`config.mk`:
```
export PLATFORM = sky130hd
export DESIGN_NAME = mrmr_queue
export DESIGN_NICKNAME = d
export VERILOG_FILES = /design/src/hdl/mrmr_pkg.sv /design/src/hdl/mrmr_queue.sv
export SDC_FILE = /design/constraint.sdc
export NUM_CORES = 1
export LEC_CHECK = 0
export BUFFER_PORTS_ARGS = -buffer_cell sky130_fd_sc_hd__buf_2
export CAP_MARGIN = 20
export CORE_ASPECT_RATIO = 2
export CORE_UTILIZATION = 35
export DETAILED_ROUTE_END_ITERATION = 10
export GPL_ROUTABILITY_DRIVEN = 1
export PLACE_DENSITY = 0.64
export RECOVER_POWER = 25
export SLEW_MARGIN = 20
export SYNTH_ARGS = -nofsm -noshare
export SYNTH_HDL_FRONTEND = slang
export SYNTH_SLANG_ARGS = --single-unit
```
`constraint.sdc`:
```
create_clock -name clk_i -period 5.8 [get_ports clk_i]
set_input_delay 0.58 -clock clk_i [delete_from_list [all_inputs] [get_ports clk_i]]
set_output_delay 0.58 -clock clk_i [all_outputs]
set_load 0.005 [all_outputs]
```
`src/hdl/mrmr_pkg.sv`:
```
// ----------------------------------------------------------------------------
// mrmr_pkg
// Shared types and constants of the mirrored region memory router.
// ----------------------------------------------------------------------------
`default_nettype none

package mrmr_pkg;

  localparam int unsigned MAIN_BYTES    = 65536;
  localparam int unsigned SECOND_BYTES  = 65536;
  localparam int unsigned SCRATCH_BYTES = 16384;

  localparam int unsigned MAIN_AW    = $clog2(MAIN_BYTES);
  localparam int unsigned SECOND_AW  = $clog2(SECOND_BYTES);
  localparam int unsigned SCRATCH_AW = $clog2(SCRATCH_BYTES);

  localparam int unsigned OFF_W0 = (MAIN_AW > SECOND_AW) ? MAIN_AW : SECOND_AW;
  localparam int unsigned OFF_W  = (OFF_W0 > SCRATCH_AW) ? OFF_W0 : SCRATCH_AW;

  localparam int unsigned MAX_BYTES0 = (MAIN_BYTES > SECOND_BYTES) ? MAIN_BYTES : SECOND_BYTES;
  localparam int unsigned MAX_BYTES  = (MAX_BYTES0 > SCRATCH_BYTES) ? MAX_BYTES0 : SCRATCH_BYTES;
  localparam int unsigned CLR_W      = $clog2(MAX_BYTES);

  localparam int unsigned QUEUE_DEPTH = 4;
  localparam int unsigned QPTR_W      = $clog2(QUEUE_DEPTH);
  localparam int unsigned QCNT_W      = $clog2(QUEUE_DEPTH + 1);

  localparam int unsigned ADDR_W    = 32;
  localparam int unsigned DATA_W    = 32;
  localparam int unsigned BYTE_W    = 8;
  localparam int unsigned CFG_IDX_W = 1;

  localparam logic [ADDR_W-1:0] SPAD_BASE_RESET = 32'hE000_0000;
  localparam logic [ADDR_W-1:0] CACHED_LO       = 32'h8000_0000;
  localparam logic [ADDR_W-1:0] CACHED_HI       = 32'h8180_0000;
  localparam logic [ADDR_W-1:0] UNCACHED_LO     = 32'hC000_0000;
  localparam logic [ADDR_W-1:0] UNCACHED_HI     = 32'hC180_0000;
  localparam logic [ADDR_W-1:0] SEC_CACHED_LO   = 32'h9000_0000;
  localparam logic [ADDR_W-1:0] SEC_CACHED_HI   = 32'h9400_0000;
  localparam logic [ADDR_W-1:0] SEC_UNCACHED_LO = 32'hD000_0000;
  localparam logic [ADDR_W-1:0] SEC_UNCACHED_HI = 32'hD400_0000;
  localparam logic [ADDR_W-1:0] MAIN_MASK       = 32'h01FF_FFFF;
  localparam logic [ADDR_W-1:0] SECOND_SEL      = 32'h1000_0000;
  localparam logic [ADDR_W-1:0] SECOND_MASK     = 32'h03FF_FFFF;
  localparam logic [BYTE_W-1:0] UNMAPPED_BYTE   = 8'hFF;

  typedef enum logic [1:0] {
    REGION_SCRATCH = 2'd0,
    REGION_MAIN    = 2'd1,
    REGION_SECOND  = 2'd2,
    REGION_NONE    = 2'd3
  } region_e;

  typedef enum logic [CFG_IDX_W-1:0] {
    CFG_SECOND_EN = 1'b0,
    CFG_SPAD_BASE = 1'b1
  } cfg_idx_e;

  typedef enum logic [1:0] {
    SIZE_BYTE = 2'd0,
    SIZE_HALF = 2'd1,
    SIZE_WORD = 2'd2
  } size_e;

  typedef enum logic {
    REQ_READ  = 1'b0,
    REQ_WRITE = 1'b1
  } req_e;

  typedef struct packed {
    logic              second_en;
    logic [ADDR_W-1:0] spad_base;
  } cfg_t;

  typedef struct packed {
    logic              is_write;
    region_e           region;
    logic [OFF_W-1:0]  offset;
    logic [BYTE_W-1:0] wbyte;
    logic              first;
    logic              last;
  } byte_op_t;

endpackage

`default_nettype wire

```
`src/hdl/mrmr_queue.sv`:
```
// ----------------------------------------------------------------------------
// mrmr_queue
// Short queue of decoded byte operations between the front and back parts.
// ----------------------------------------------------------------------------
`default_nettype none

module mrmr_queue
  import mrmr_pkg::*;
(
  input  wire logic     clk_i,
  input  wire logic     rst_ni,
  input  wire logic     push_i,
  input  wire byte_op_t push_data_i,
  output logic          full_o,
  input  wire logic     pop_i,
  output byte_op_t      pop_data_o,
  output logic          empty_o
);

  byte_op_t            entry_q [QUEUE_DEPTH];
  logic [QPTR_W-1:0]   wr_ptr_q, wr_ptr_d;
  logic [QPTR_W-1:0]   rd_ptr_q, rd_ptr_d;
  logic [QCNT_W-1:0]   cnt_q, cnt_d;
  logic                do_push, do_pop;

  assign full_o     = (cnt_q == QCNT_W'(QUEUE_DEPTH));
  assign empty_o    = (cnt_q == '0);
  assign pop_data_o = entry_q[rd_ptr_q];
  assign do_push    = push_i && !full_o;
  assign do_pop     = pop_i && !empty_o;

  always_comb begin
    wr_ptr_d = wr_ptr_q;
    rd_ptr_d = rd_ptr_q;
    cnt_d    = cnt_q;
    if (do_push) begin
      wr_ptr_d = (wr_ptr_q == QPTR_W'(QUEUE_DEPTH - 1)) ? '0 : wr_ptr_q + 1'b1;
    end
    if (do_pop) begin
      rd_ptr_d = (rd_ptr_q == QPTR_W'(QUEUE_DEPTH - 1)) ? '0 : rd_ptr_q + 1'b1;
    end
    if (do_push && !do_pop) begin
      cnt_d = cnt_q + 1'b1;
    end else if (do_pop && !do_push) begin
      cnt_d = cnt_q - 1'b1;
    end
  end

  always_ff @(posedge clk_i or negedge rst_ni) begin
    if (!rst_ni) begin
      wr_ptr_q <= '0;
      rd_ptr_q <= '0;
      cnt_q    <= '0;
    end else begin
      wr_ptr_q <= wr_ptr_d;
      rd_ptr_q <= rd_ptr_d;
      cnt_q    <= cnt_d;
    end
  end

  always_ff @(posedge clk_i) begin
    if (do_push) begin
      entry_q[wr_ptr_q] <= push_data_i;
    end
  end

endmodule

`default_nettype wire

```
==> metrics.cfg <==
[routing]
viasPerCell=4.93
drt_iter0_drc=105
first_pass_iters=5
routedWlPerCell_um=18.3
finalWirelength_mm=7.87
drcViolationCount=0
ant_nets=0
vias=2118

[setup_path]
critical_path.endpoint_type=output pin
reg2regPathDepth=7
path_cells=mux4_2, buf_2
slowest_stage=dfrtp_4
path_max_fanout=32
critPathKind=flip-flop to output pin
start_kind=flip-flop
crit_start=rd_ptr_q[0]$_DFFE_PN0P_
endpoint=pop_data_o[19]
max_stage_delay_ns=0.85
r2r_slack_ns=3.68
arrival_ns=2.01
rr_startpoint=cnt_q[0]$_DFFE_PN0P_
crit_required_ns=5.22
crit-reg2reg-capture=cnt_q[2]$_DFFE_PN0P_

[run_status]
status=finished clean

[die]
core_sq_mm=0.0129
die_w_um=83.3
die_area_sq_mm=0.0137
io_pins=64
die_h_um=165
start_util=0.358
num_rows=59

[sta]
drv_slew=0
final_hold_viol_count=0
slew_headroom=0.330
period_needed_ns=2.59
tightest_slew_ns=1.00
rsz0062_at_grt=no
hold-worst-slack_ns=0.391
finalCritPeriodShare=0.446
fin_skew_ns=0.00670
fmax_mhz=386
fin_setup_tns_ns=0
setup_viol=0

[cells_and_area]
drive_gt1_frac=0.414
layout_common_cells=edfxtp_1, buf_2, mux4_2
syn_to_final_growth_pct=22.6
n_antenna_cell=0
nets=305
layout_commonest_cell=edfxtp_1
instances_no_fill=430

[cts]
htree_levels=4
cts_max_path_buffers=2
cts_buffers=17
clkTransAtPathRegs_ns=0.05
cts_sinks=123
cts_tree=built
ctsRootBufferMaster=clkbuf_16
cts_resized=0
clock_latency_ns=0.41

[synth]
yosysSeqAreaShare=0.790
synthesis.nets=228
ys_seq_elements=123
synthesis.area_sq_mm=0.00463
synthCells=188
synth_cell_types=21
synth_area_per_cell_sq_um=24.6
yosysWarnings=0

[pwr]
power_switching_w=0.000814
p_sw_frac=0.272
seq_power_share=0.451
ir_worst_vdd_uv=286
powerDensity_mw_per_mm2=527
clkPwrFrac=0.337
power.static_leakage_nw=1.96
p_comb_frac=0.212
intPower_w=0.00218

[placed_design]
dp_hpwl_mm=4.52
dp.cells=397
port_buffers=63
place.gp.congestion=0.670

[job]
cap_violations=0

[grt]
grt_pass1_wl_mm=12.0
gr-usage-all-layers=0.124
overflow=0
grt_max_degree=33
grt_pass1_vias=2239
antenna_found_initial=0

[hold_path]
hold_depth=1
min_path_type=primary input to flip-flop

## cell type report
type	count	area, sq um
clock inverters	15	149
multi-input cells	56	935
fillers	1121	7240
inverters	3	11.3
well taps	152	190
clock buffers	17	425
repair buffers	64	302
flip-flops and latches	123	3660
## sequential cells by signal, indices dropped and copies added, names as in the netlist
name	count
cnt_q	3
entry_q	116
rd_ptr_q	2
wr_ptr_q	2
## layer usage
| layer | vias up | wire length [um] | global-route usage |
|---|---|---|---|
| met3 | 17 | 319 | 0.0385 |
| li1 | 941 | - | - |
| met5 | - | 0 | 0 |
| met1 | 1115 | 2950 | 0.125 |
| met2 | 45 | 4400 | 0.221 |
| met4 | 0 | 197 | 0.0776 |
## logic make-up (layout without fill, tap and decap cells)
logic type,after synthesis,in the layout,synth area share
xor gates and xnor gates,3,3,0.00568
and+or+nand+nor,11,11,0.0165
buffers and inverters,9,99,0.0100
DFF,123,123,0.790
muxes,33,33,0.152
AOI/OAI and AO/OA,2,2,0.00433
adders and majority gates,7,7,0.0205
## per-stage QoR
stage               area, sq um  power, W  worst slack (ns)   util
detailed placement         5110   0.00204              3.58  0.396
global route               5680   0.00314              3.09  0.439
CTS                        5700   0.00305              3.14  0.441
global placement           5110   0.00202              3.27  0.396
finish                     5680   0.00299              3.21  0.439
floorplan                  4630   0.00175              3.52      -
## synthesized netlist by cell type (all sizes together)
cell type    n  share of area
nand2        1        0.00081
xor2         2         0.0038
nor3         2         0.0022
and2         3         0.0041
nor2         3         0.0024
o31ai        1         0.0027
a21o         1         0.0016
ha           6          0.016
dfrtp        7          0.038
edfxtp     116           0.75
fa           1         0.0043
buf          4         0.0059
xnor2        1         0.0019
nor2b        1         0.0030
nor3b        1         0.0041
mux4        29           0.14
inv          3         0.0024
mux2         4          0.011
clkbuf       2         0.0016
## critical path, delay by kind of cell (launching register included)
kind / cells / cell delay [ns]
DFF: 1 / 0.85
muxes: 1 / 0.60
buffers and inverters: 1 / 0.15
## power by group through the flow
stage / clock network (W) / logic [W] / registers [W]
4_1_cts: 0.00102 / 0.000658 / 0.00136
6_report: 0.00101 / 0.000636 / 0.00135
3_5_place_dp: 0 / 0.000656 / 0.00138
5_1_grt: 0.00106 / 0.000693 / 0.00138
3_3_place_gp: 0 / 0.000648 / 0.00137
2_1_floorplan: 0 / 0.000505 / 0.00125
## worst min-delay path by stage
stage                    startpoint                  endpoint  slack (ns)
floorplan                    rst_ni      cnt_q[0]$_DFFE_PN0P_        0.28
detailed placement           rst_ni   wr_ptr_q[0]$_DFFE_PN0P_        0.42
global placement             rst_ni   wr_ptr_q[0]$_DFFE_PN0P_        0.42
CTS                 push_data_i[11]  entry_q[2][11]$_DFFE_PP_        0.37
finish               push_data_i[2]   entry_q[2][2]$_DFFE_PP_        0.39
global route         push_data_i[2]   entry_q[2][2]$_DFFE_PP_        0.39
## what timing repair did
action                                 CTS  global route
setup buffers                            0             0
setup endpoints to repair                0             0
endpoints found under the hold margin    7             0
hold buffers                             1             0
Note: power is estimated with default switching activity, not from simulation.
