`config.mk`:
```
export PLATFORM = sky130hd
export DESIGN_NAME = mrmr_front
export DESIGN_NICKNAME = d
export VERILOG_FILES = /design/src/hdl/mrmr_pkg.sv /design/src/hdl/mrmr_front.sv
export SDC_FILE = /design/constraint.sdc
export NUM_CORES = 1
export LEC_CHECK = 0
export ABC_CLOCK_PERIOD_IN_PS = 12550
export BUFFER_PORTS_ARGS = -buffer_cell sky130_fd_sc_hd__buf_2
export CAP_MARGIN = 20
export CORE_AREA = 2 2 134 136
export DETAILED_ROUTE_END_ITERATION = 10
export DIE_AREA = 0 0 136 138
export GPL_ROUTABILITY_DRIVEN = 0
export PLACE_DENSITY = 0.59
export SLEW_MARGIN = 20
export SYNTH_ARGS = -nofsm -noshare
export SYNTH_HDL_FRONTEND = slang
export SYNTH_SLANG_ARGS = --single-unit
```
`constraint.sdc`:
```
create_clock -name clk_i -period 12.55 [get_ports clk_i]
set_clock_uncertainty 0.2 [all_clocks]
set_input_delay 0.6275 -clock clk_i [delete_from_list [all_inputs] [get_ports clk_i]]
set_output_delay 0.6275 -clock clk_i [all_outputs]
set_load 0.005 [all_outputs]
```
`src/hdl/mrmr_pkg.sv`:
```
// ----------------------------------------------------------------------------
// mrmr_pkg
// Shared types and constants of the mirrored region memory router.
// ----------------------------------------------------------------------------
`default_nettype none

package mrmr_pkg;

  localparam int unsigned MAIN_BYTES    = 65536;
  localparam int unsigned SECOND_BYTES  = 65536;
  localparam int unsigned SCRATCH_BYTES = 16384;

  localparam int unsigned MAIN_AW    = $clog2(MAIN_BYTES);
  localparam int unsigned SECOND_AW  = $clog2(SECOND_BYTES);
  localparam int unsigned SCRATCH_AW = $clog2(SCRATCH_BYTES);

  localparam int unsigned OFF_W0 = (MAIN_AW > SECOND_AW) ? MAIN_AW : SECOND_AW;
  localparam int unsigned OFF_W  = (OFF_W0 > SCRATCH_AW) ? OFF_W0 : SCRATCH_AW;

  localparam int unsigned MAX_BYTES0 = (MAIN_BYTES > SECOND_BYTES) ? MAIN_BYTES : SECOND_BYTES;
  localparam int unsigned MAX_BYTES  = (MAX_BYTES0 > SCRATCH_BYTES) ? MAX_BYTES0 : SCRATCH_BYTES;
  localparam int unsigned CLR_W      = $clog2(MAX_BYTES);

  localparam int unsigned QUEUE_DEPTH = 4;
  localparam int unsigned QPTR_W      = $clog2(QUEUE_DEPTH);
  localparam int unsigned QCNT_W      = $clog2(QUEUE_DEPTH + 1);

  localparam int unsigned ADDR_W    = 32;
  localparam int unsigned DATA_W    = 32;
  localparam int unsigned BYTE_W    = 8;
  localparam int unsigned CFG_IDX_W = 1;

  localparam logic [ADDR_W-1:0] SPAD_BASE_RESET = 32'hE000_0000;
  localparam logic [ADDR_W-1:0] CACHED_LO       = 32'h8000_0000;
  localparam logic [ADDR_W-1:0] CACHED_HI       = 32'h8180_0000;
  localparam logic [ADDR_W-1:0] UNCACHED_LO     = 32'hC000_0000;
  localparam logic [ADDR_W-1:0] UNCACHED_HI     = 32'hC180_0000;
  localparam logic [ADDR_W-1:0] SEC_CACHED_LO   = 32'h9000_0000;
  localparam logic [ADDR_W-1:0] SEC_CACHED_HI   = 32'h9400_0000;
  localparam logic [ADDR_W-1:0] SEC_UNCACHED_LO = 32'hD000_0000;
  localparam logic [ADDR_W-1:0] SEC_UNCACHED_HI = 32'hD400_0000;
  localparam logic [ADDR_W-1:0] MAIN_MASK       = 32'h01FF_FFFF;
  localparam logic [ADDR_W-1:0] SECOND_SEL      = 32'h1000_0000;
  localparam logic [ADDR_W-1:0] SECOND_MASK     = 32'h03FF_FFFF;
  localparam logic [BYTE_W-1:0] UNMAPPED_BYTE   = 8'hFF;

  typedef enum logic [1:0] {
    REGION_SCRATCH = 2'd0,
    REGION_MAIN    = 2'd1,
    REGION_SECOND  = 2'd2,
    REGION_NONE    = 2'd3
  } region_e;

  typedef enum logic [CFG_IDX_W-1:0] {
    CFG_SECOND_EN = 1'b0,
    CFG_SPAD_BASE = 1'b1
  } cfg_idx_e;

  typedef enum logic [1:0] {
    SIZE_BYTE = 2'd0,
    SIZE_HALF = 2'd1,
    SIZE_WORD = 2'd2
  } size_e;

  typedef enum logic {
    REQ_READ  = 1'b0,
    REQ_WRITE = 1'b1
  } req_e;

  typedef struct packed {
    logic              second_en;
    logic [ADDR_W-1:0] spad_base;
  } cfg_t;

  typedef struct packed {
    logic              is_write;
    region_e           region;
    logic [OFF_W-1:0]  offset;
    logic [BYTE_W-1:0] wbyte;
    logic              first;
    logic              last;
  } byte_op_t;

endpackage

`default_nettype wire

```
`src/hdl/mrmr_front.sv`:
```
// ----------------------------------------------------------------------------
// mrmr_front
// Accepts bus accesses, splits them into bytes and decodes each byte address.
// ----------------------------------------------------------------------------
`default_nettype none

module mrmr_front
  import mrmr_pkg::*;
(
  input  wire logic              clk_i,
  input  wire logic              rst_ni,
  input  wire cfg_t              cfg_i,
  input  wire logic              clearing_i,
  input  wire logic              in_valid_i,
  output logic                   in_stall_o,
  input  wire logic              req_type_i,
  input  wire logic [ADDR_W-1:0] address_i,
  input  wire logic [1:0]        access_size_i,
  input  wire logic [DATA_W-1:0] write_data_i,
  output logic                   push_o,
  output byte_op_t               push_data_o,
  input  wire logic              full_i
);

  logic              busy_q, busy_d;
  logic [1:0]        k_q, k_d;
  logic [1:0]        kl_q, kl_d;
  logic              wr_q;
  logic [ADDR_W-1:0] addr_q;
  logic [DATA_W-1:0] wdata_q;
  logic              accept, last;

  logic [ADDR_W-1:0] byte_addr;
  logic [ADDR_W:0]   spad_diff;
  logic [ADDR_W-1:0] phys;
  logic [ADDR_W-1:0] sec_off;
  logic [1:0]        shift;

  assign last       = (k_q == kl_q);
  assign push_o     = busy_q && !full_i;
  assign in_stall_o = clearing_i || (busy_q && !(push_o && last));
  assign accept     = in_valid_i && !in_stall_o;

  always_comb begin
    byte_addr = addr_q + ADDR_W'(k_q);
    spad_diff = {1'b0, byte_addr} - {1'b0, cfg_i.spad_base};
    if ((byte_addr >= CACHED_LO && byte_addr < CACHED_HI) ||
        (byte_addr >= UNCACHED_LO && byte_addr < UNCACHED_HI)) begin
      phys = byte_addr & MAIN_MASK;
    end else if ((byte_addr >= SEC_CACHED_LO && byte_addr < SEC_CACHED_HI) ||
                 (byte_addr >= SEC_UNCACHED_LO && byte_addr < SEC_UNCACHED_HI)) begin
      phys = byte_addr | SECOND_SEL;
    end else begin
      phys = byte_addr;
    end
    sec_off = phys & SECOND_MASK;
    shift   = kl_q - k_q;

    push_data_o.is_write = wr_q;
    push_data_o.first    = (k_q == 2'd0);
    push_data_o.last     = last;
    case (shift)
      2'd0:    push_data_o.wbyte = wdata_q[7:0];
      2'd1:    push_data_o.wbyte = wdata_q[15:8];
      2'd2:    push_data_o.wbyte = wdata_q[23:16];
      default: push_data_o.wbyte = wdata_q[31:24];
    endcase

    if (!spad_diff[ADDR_W] && spad_diff[ADDR_W-1:0] < ADDR_W'(SCRATCH_BYTES)) begin
      push_data_o.region = REGION_SCRATCH;
      push_data_o.offset = OFF_W'(spad_diff[SCRATCH_AW-1:0]);
    end else if (phys < ADDR_W'(MAIN_BYTES)) begin
      push_data_o.region = REGION_MAIN;
      push_data_o.offset = OFF_W'(phys[MAIN_AW-1:0]);
    end else if (cfg_i.second_en && (phys & SECOND_SEL) != '0 &&
                 sec_off < ADDR_W'(SECOND_BYTES)) begin
      push_data_o.region = REGION_SECOND;
      push_data_o.offset = OFF_W'(sec_off[SECOND_AW-1:0]);
    end else begin
      push_data_o.region = REGION_NONE;
      push_data_o.offset = '0;
    end
  end

  always_comb begin
    busy_d = busy_q;
    k_d    = k_q;
    kl_d   = kl_q;
    if (push_o) begin
      k_d = k_q + 2'd1;
      if (last) begin
        busy_d = 1'b0;
      end
    end
    if (accept) begin
      busy_d = 1'b1;
      k_d    = 2'd0;
      case (access_size_i)
        SIZE_BYTE: kl_d = 2'd0;
        SIZE_HALF: kl_d = 2'd1;
        default:   kl_d = 2'd3;
      endcase
    end
  end

  always_ff @(posedge clk_i or negedge rst_ni) begin
    if (!rst_ni) begin
      busy_q <= 1'b0;
      k_q    <= 2'd0;
      kl_q   <= 2'd0;
    end else begin
      busy_q <= busy_d;
      k_q    <= k_d;
      kl_q   <= kl_d;
    end
  end

  always_ff @(posedge clk_i) begin
    if (accept) begin
      wr_q    <= req_type_i;
      addr_q  <= address_i;
      wdata_q <= write_data_i;
    end
  end

endmodule

`default_nettype wire

```
==> impl_metrics.tcl <==
set metrics [dict create \
    peakVddDrop_v 0.00009910 \
    drc 0 \
    cp_data_required_time_ns 11.72 \
    drt_pass1_iterations 7 \
    max-cap-violations 0 \
    post_drt_wl_per_cell_um 15.53 \
    place_hpwl_um 13050 \
    max_freq_ghz 0.1362 \
    clkTransAtPathRegs_ns 0.06 \
    reg2regPathDepth 7 \
    ys.flop_type "edfxtp_1" \
    tightest_slew_ns 0.9621 \
    critPathMaxFanout 16 \
    cp-startpoint "k_q[0]$_DFFE_PN0P_" \
    die_area_sq_um 18770 \
    syn_area_sq_um 5929 \
    vias 5280 \
    placementRows 49 \
    crit_type "flop to output pin" \
    ys.warnings.count 0 \
    reg2reg_from "k_q[0]$_DFFE_PN0P_" \
    p_per_area_nw_per_um2 151.6 \
    finalSetupViolations 0 \
    avgSynthCellArea_sq_um 9.207 \
    worstPathArrival_ns 6.51 \
    rsz0062_at_grt "false" \
    dp.cells 989 \
    detail_route.vias_per_cell 5.238 \
    cts-resized-gates 0 \
    synth_edf_count 65 \
    fin_util_pct 40.50 \
    grt_pass1_wl_um 24720 \
    cp_common_cell "ha_1" \
    totalWireLength_um 15650 \
    slowest_stage "and3_1" \
    ff2ff_setup_slack_ns 9.47 \
    grt_overflow 0 \
    clock_sinks 70 \
    ys_types 77 \
    ys_ff_latch 70 \
    h-tree-depth 3 \
    finalCritPeriodShare_pct 58.49 \
    end_kind "output pin" \
    power.leakage_uw 0.002979 \
    clockBufferDepth 2 \
    r2r_end "addr_q[13]$_DFFE_PP_" \
    syn_to_final_growth_pct 19.75 \
    fillers 1797 \
    synth_nets 786 \
    portBuffers 135 \
    synthCells 644 \
    die_y_um 138 \
    slew-limit-headroom_pct 35.86 \
    post-cts-setup-buffers 0 \
    io_pins 136 \
    hold_violations 0 \
    start_kind "flop" \
    ys_seq_area_share_pct 35.03 \
    cts_tree "built" \
    maxSlewViolCount 0 \
    antenna_found_initial 4 \
    clk_latency_ns 0.32 \
    fin_nets 914 \
    numCtsBuffers 9 \
    drtAntennaViolNets 0 \
    core_area_sq_um 17530 \
    initial_utilization_pct 33.82 \
    timing.final.crit_period_ns 7.340 \
    synthArstFlopShare_pct 7.143 \
    finalNonFillerCells 1008 \
    path_cells "ha_1 > inv_1 > fa_1 > nor3_1 > nand2_1 > xnor2_1 > ha_1 > nand3_1 > a2111oi_1 > a211oi_1 > o311a_1 > o21ai_2 > mux2_4 > nor4b_4 > and3_1 > mux2i_1 > buf_2" \
    grt_usage_pct 16.63 \
    die_w_um 136 \
    hp-class "primary input to flop" \
    cp-endpoint "push_data_o[10]" \
    slowest_delay_ns 0.86 \
    drive_gt1_share_pct 22.78 \
    setup_tns_ns 0 \
    cts_root_buf "clkbuf_16" \
    outcome "finished clean" \
    power_uw 1076 \
    grt_max_degree 62 \
    grt_pass1_vias 4994 \
    drt_iter0_drc 395 \
]
==> kinds of logic (layout without fill, tap and decap cells) <==
kind of cell    Yosys count  after routing  share of synthesized area, %
fa+ha+maj                38             38                         8.230
xor+xnor                 49             49                         7.238
mux                      23             23                         5.655
simple gates            220            220                         19.41
compound gates          161            161                         18.44
other cells               0              2                             0
flops                    70             70                         35.03
buf+inv                  83            216                         5.993
==> cell type report <==
cell class / count / area (sq um) / area share [%]
multi-input combinational: 491 / 3497 / 49.25
sequential: 70 / 2077 / 29.25
timing repair buffer: 138 / 700.7 / 9.868
tap: 229 / 286.5 / 4.035
clock buffer: 11 / 242.7 / 3.419
inverter: 62 / 232.7 / 3.278
clock inverter: 5 / 58.81 / 0.8282
antenna: 2 / 5.005 / 0.07048
==> metrics by stage <==
| step | setup slack (ns) | hold slack, ns | area [sq um] |
|---|---|---|---|
| floorplan | 6.700 | 0.1319 | 5929 |
| global placement | 5.709 | 0.2488 | 6784 |
| detailed placement | 5.525 | 0.2500 | 6784 |
| CTS | 5.153 | 0.2559 | 7096 |
| global route | 4.457 | 0.2541 | 7096 |
| finish | 5.210 | 0.2734 | 7101 |
==> synthesized netlist by cell type, drive strengths merged (5+ instances only) <==
library cell | count | share of area [%]
a21o | 14 | 1.8
nand4 | 14 | 1.5
a21oi | 40 | 3.4
nor2 | 39 | 2.5
and3 | 10 | 1.1
o21ai | 28 | 2.4
nand3 | 23 | 2.2
nor3 | 19 | 1.7
o21bai | 5 | 0.63
a211oi | 11 | 1.4
nand2 | 60 | 3.8
and2 | 7 | 0.78
xor2 | 22 | 3.2
buf | 7 | 1.2
o211ai | 7 | 0.89
dfrtp | 5 | 2.1
xnor2 | 27 | 4.0
o21a | 8 | 1.0
nor2b | 6 | 0.63
mux4 | 8 | 3.0
or3 | 8 | 0.84
clkbuf | 14 | 0.89
edfxtp | 65 | 33
a31oi | 6 | 0.63
mux2i | 14 | 2.4
inv | 62 | 3.9
nor4 | 5 | 0.53
nand2b | 12 | 1.3
ha | 35 | 7.4
==> state kept, by name (all words and copies together), names as in the netlist <==
register and count:
addr_q 32, busy_q 1, k_q 2, kl_q 2, wdata_q 32, wr_q 1
==> cell usage in the layout (no fill, tap or decap), types with 10 or more instances in the layout <==
cell type / Yosys / routed
xor2_1: 22 / 22
mux2i_1: 14 / 14
ha_1: 35 / 35
and3_1: 10 / 10
nand4_1: 14 / 14
o21ai_0: 26 / 26
nor3_1: 18 / 18
a21o_1: 14 / 14
nor2_1: 39 / 39
nand3_1: 21 / 21
buf_2: 1 / 135
inv_1: 62 / 61
xnor2_1: 27 / 27
a21oi_1: 39 / 39
nand2_1: 60 / 60
edfxtp_1: 65 / 65
a211oi_1: 11 / 11
nand2b_1: 12 / 12
==> repair_timing <==
item,in CTS,in global routing
setup endpoints to repair,0,0
endpoints found under the hold margin,5,0
hold buffers,1,0
==> critical path: cells and delay by family (launching register included) <==
family                     cells  cell delay (ns)
DFF                            1             0.41
and+or+nand+nor                5             2.26
adders and majority gates      3             1.09
muxes                          2             0.60
xor gates and xnor gates       1             0.18
AOI/OAI and AO/OA              4             1.41
buffers and inverters          2             0.21
==> power by group <==
group,switching [uW],internal [uW]
Combinational,279,228
Clock,89.5,159
Sequential,22.1,299
Total,391,686
==> per-layer routing <==
metal / track usage, % / vias to the layer above / routed length [um]
li1: - / 2649 / -
met1: 20.97 / 2433 / 6661
met2: 27.59 / 166 / 7535
met3: 4.364 / 30 / 1093
met4: 5.482 / 2 / 352
met5: 0 / - / 11
==> how the worst min path moves through the flow <==
stage | start | endpoint | cells after the start
floorplan | rst_ni | busy_q$_DFFE_PN0P_ | 0
global route | write_data_i[27] | wdata_q[27]$_DFFE_PP_ | 1
finish | write_data_i[19] | wdata_q[19]$_DFFE_PP_ | 1
CTS | write_data_i[19] | wdata_q[19]$_DFFE_PP_ | 1
detailed placement | rst_ni | busy_q$_DFFE_PN0P_ | 1
global placement | rst_ni | busy_q$_DFFE_PN0P_ | 1
Power figures use the tool's default switching activity.
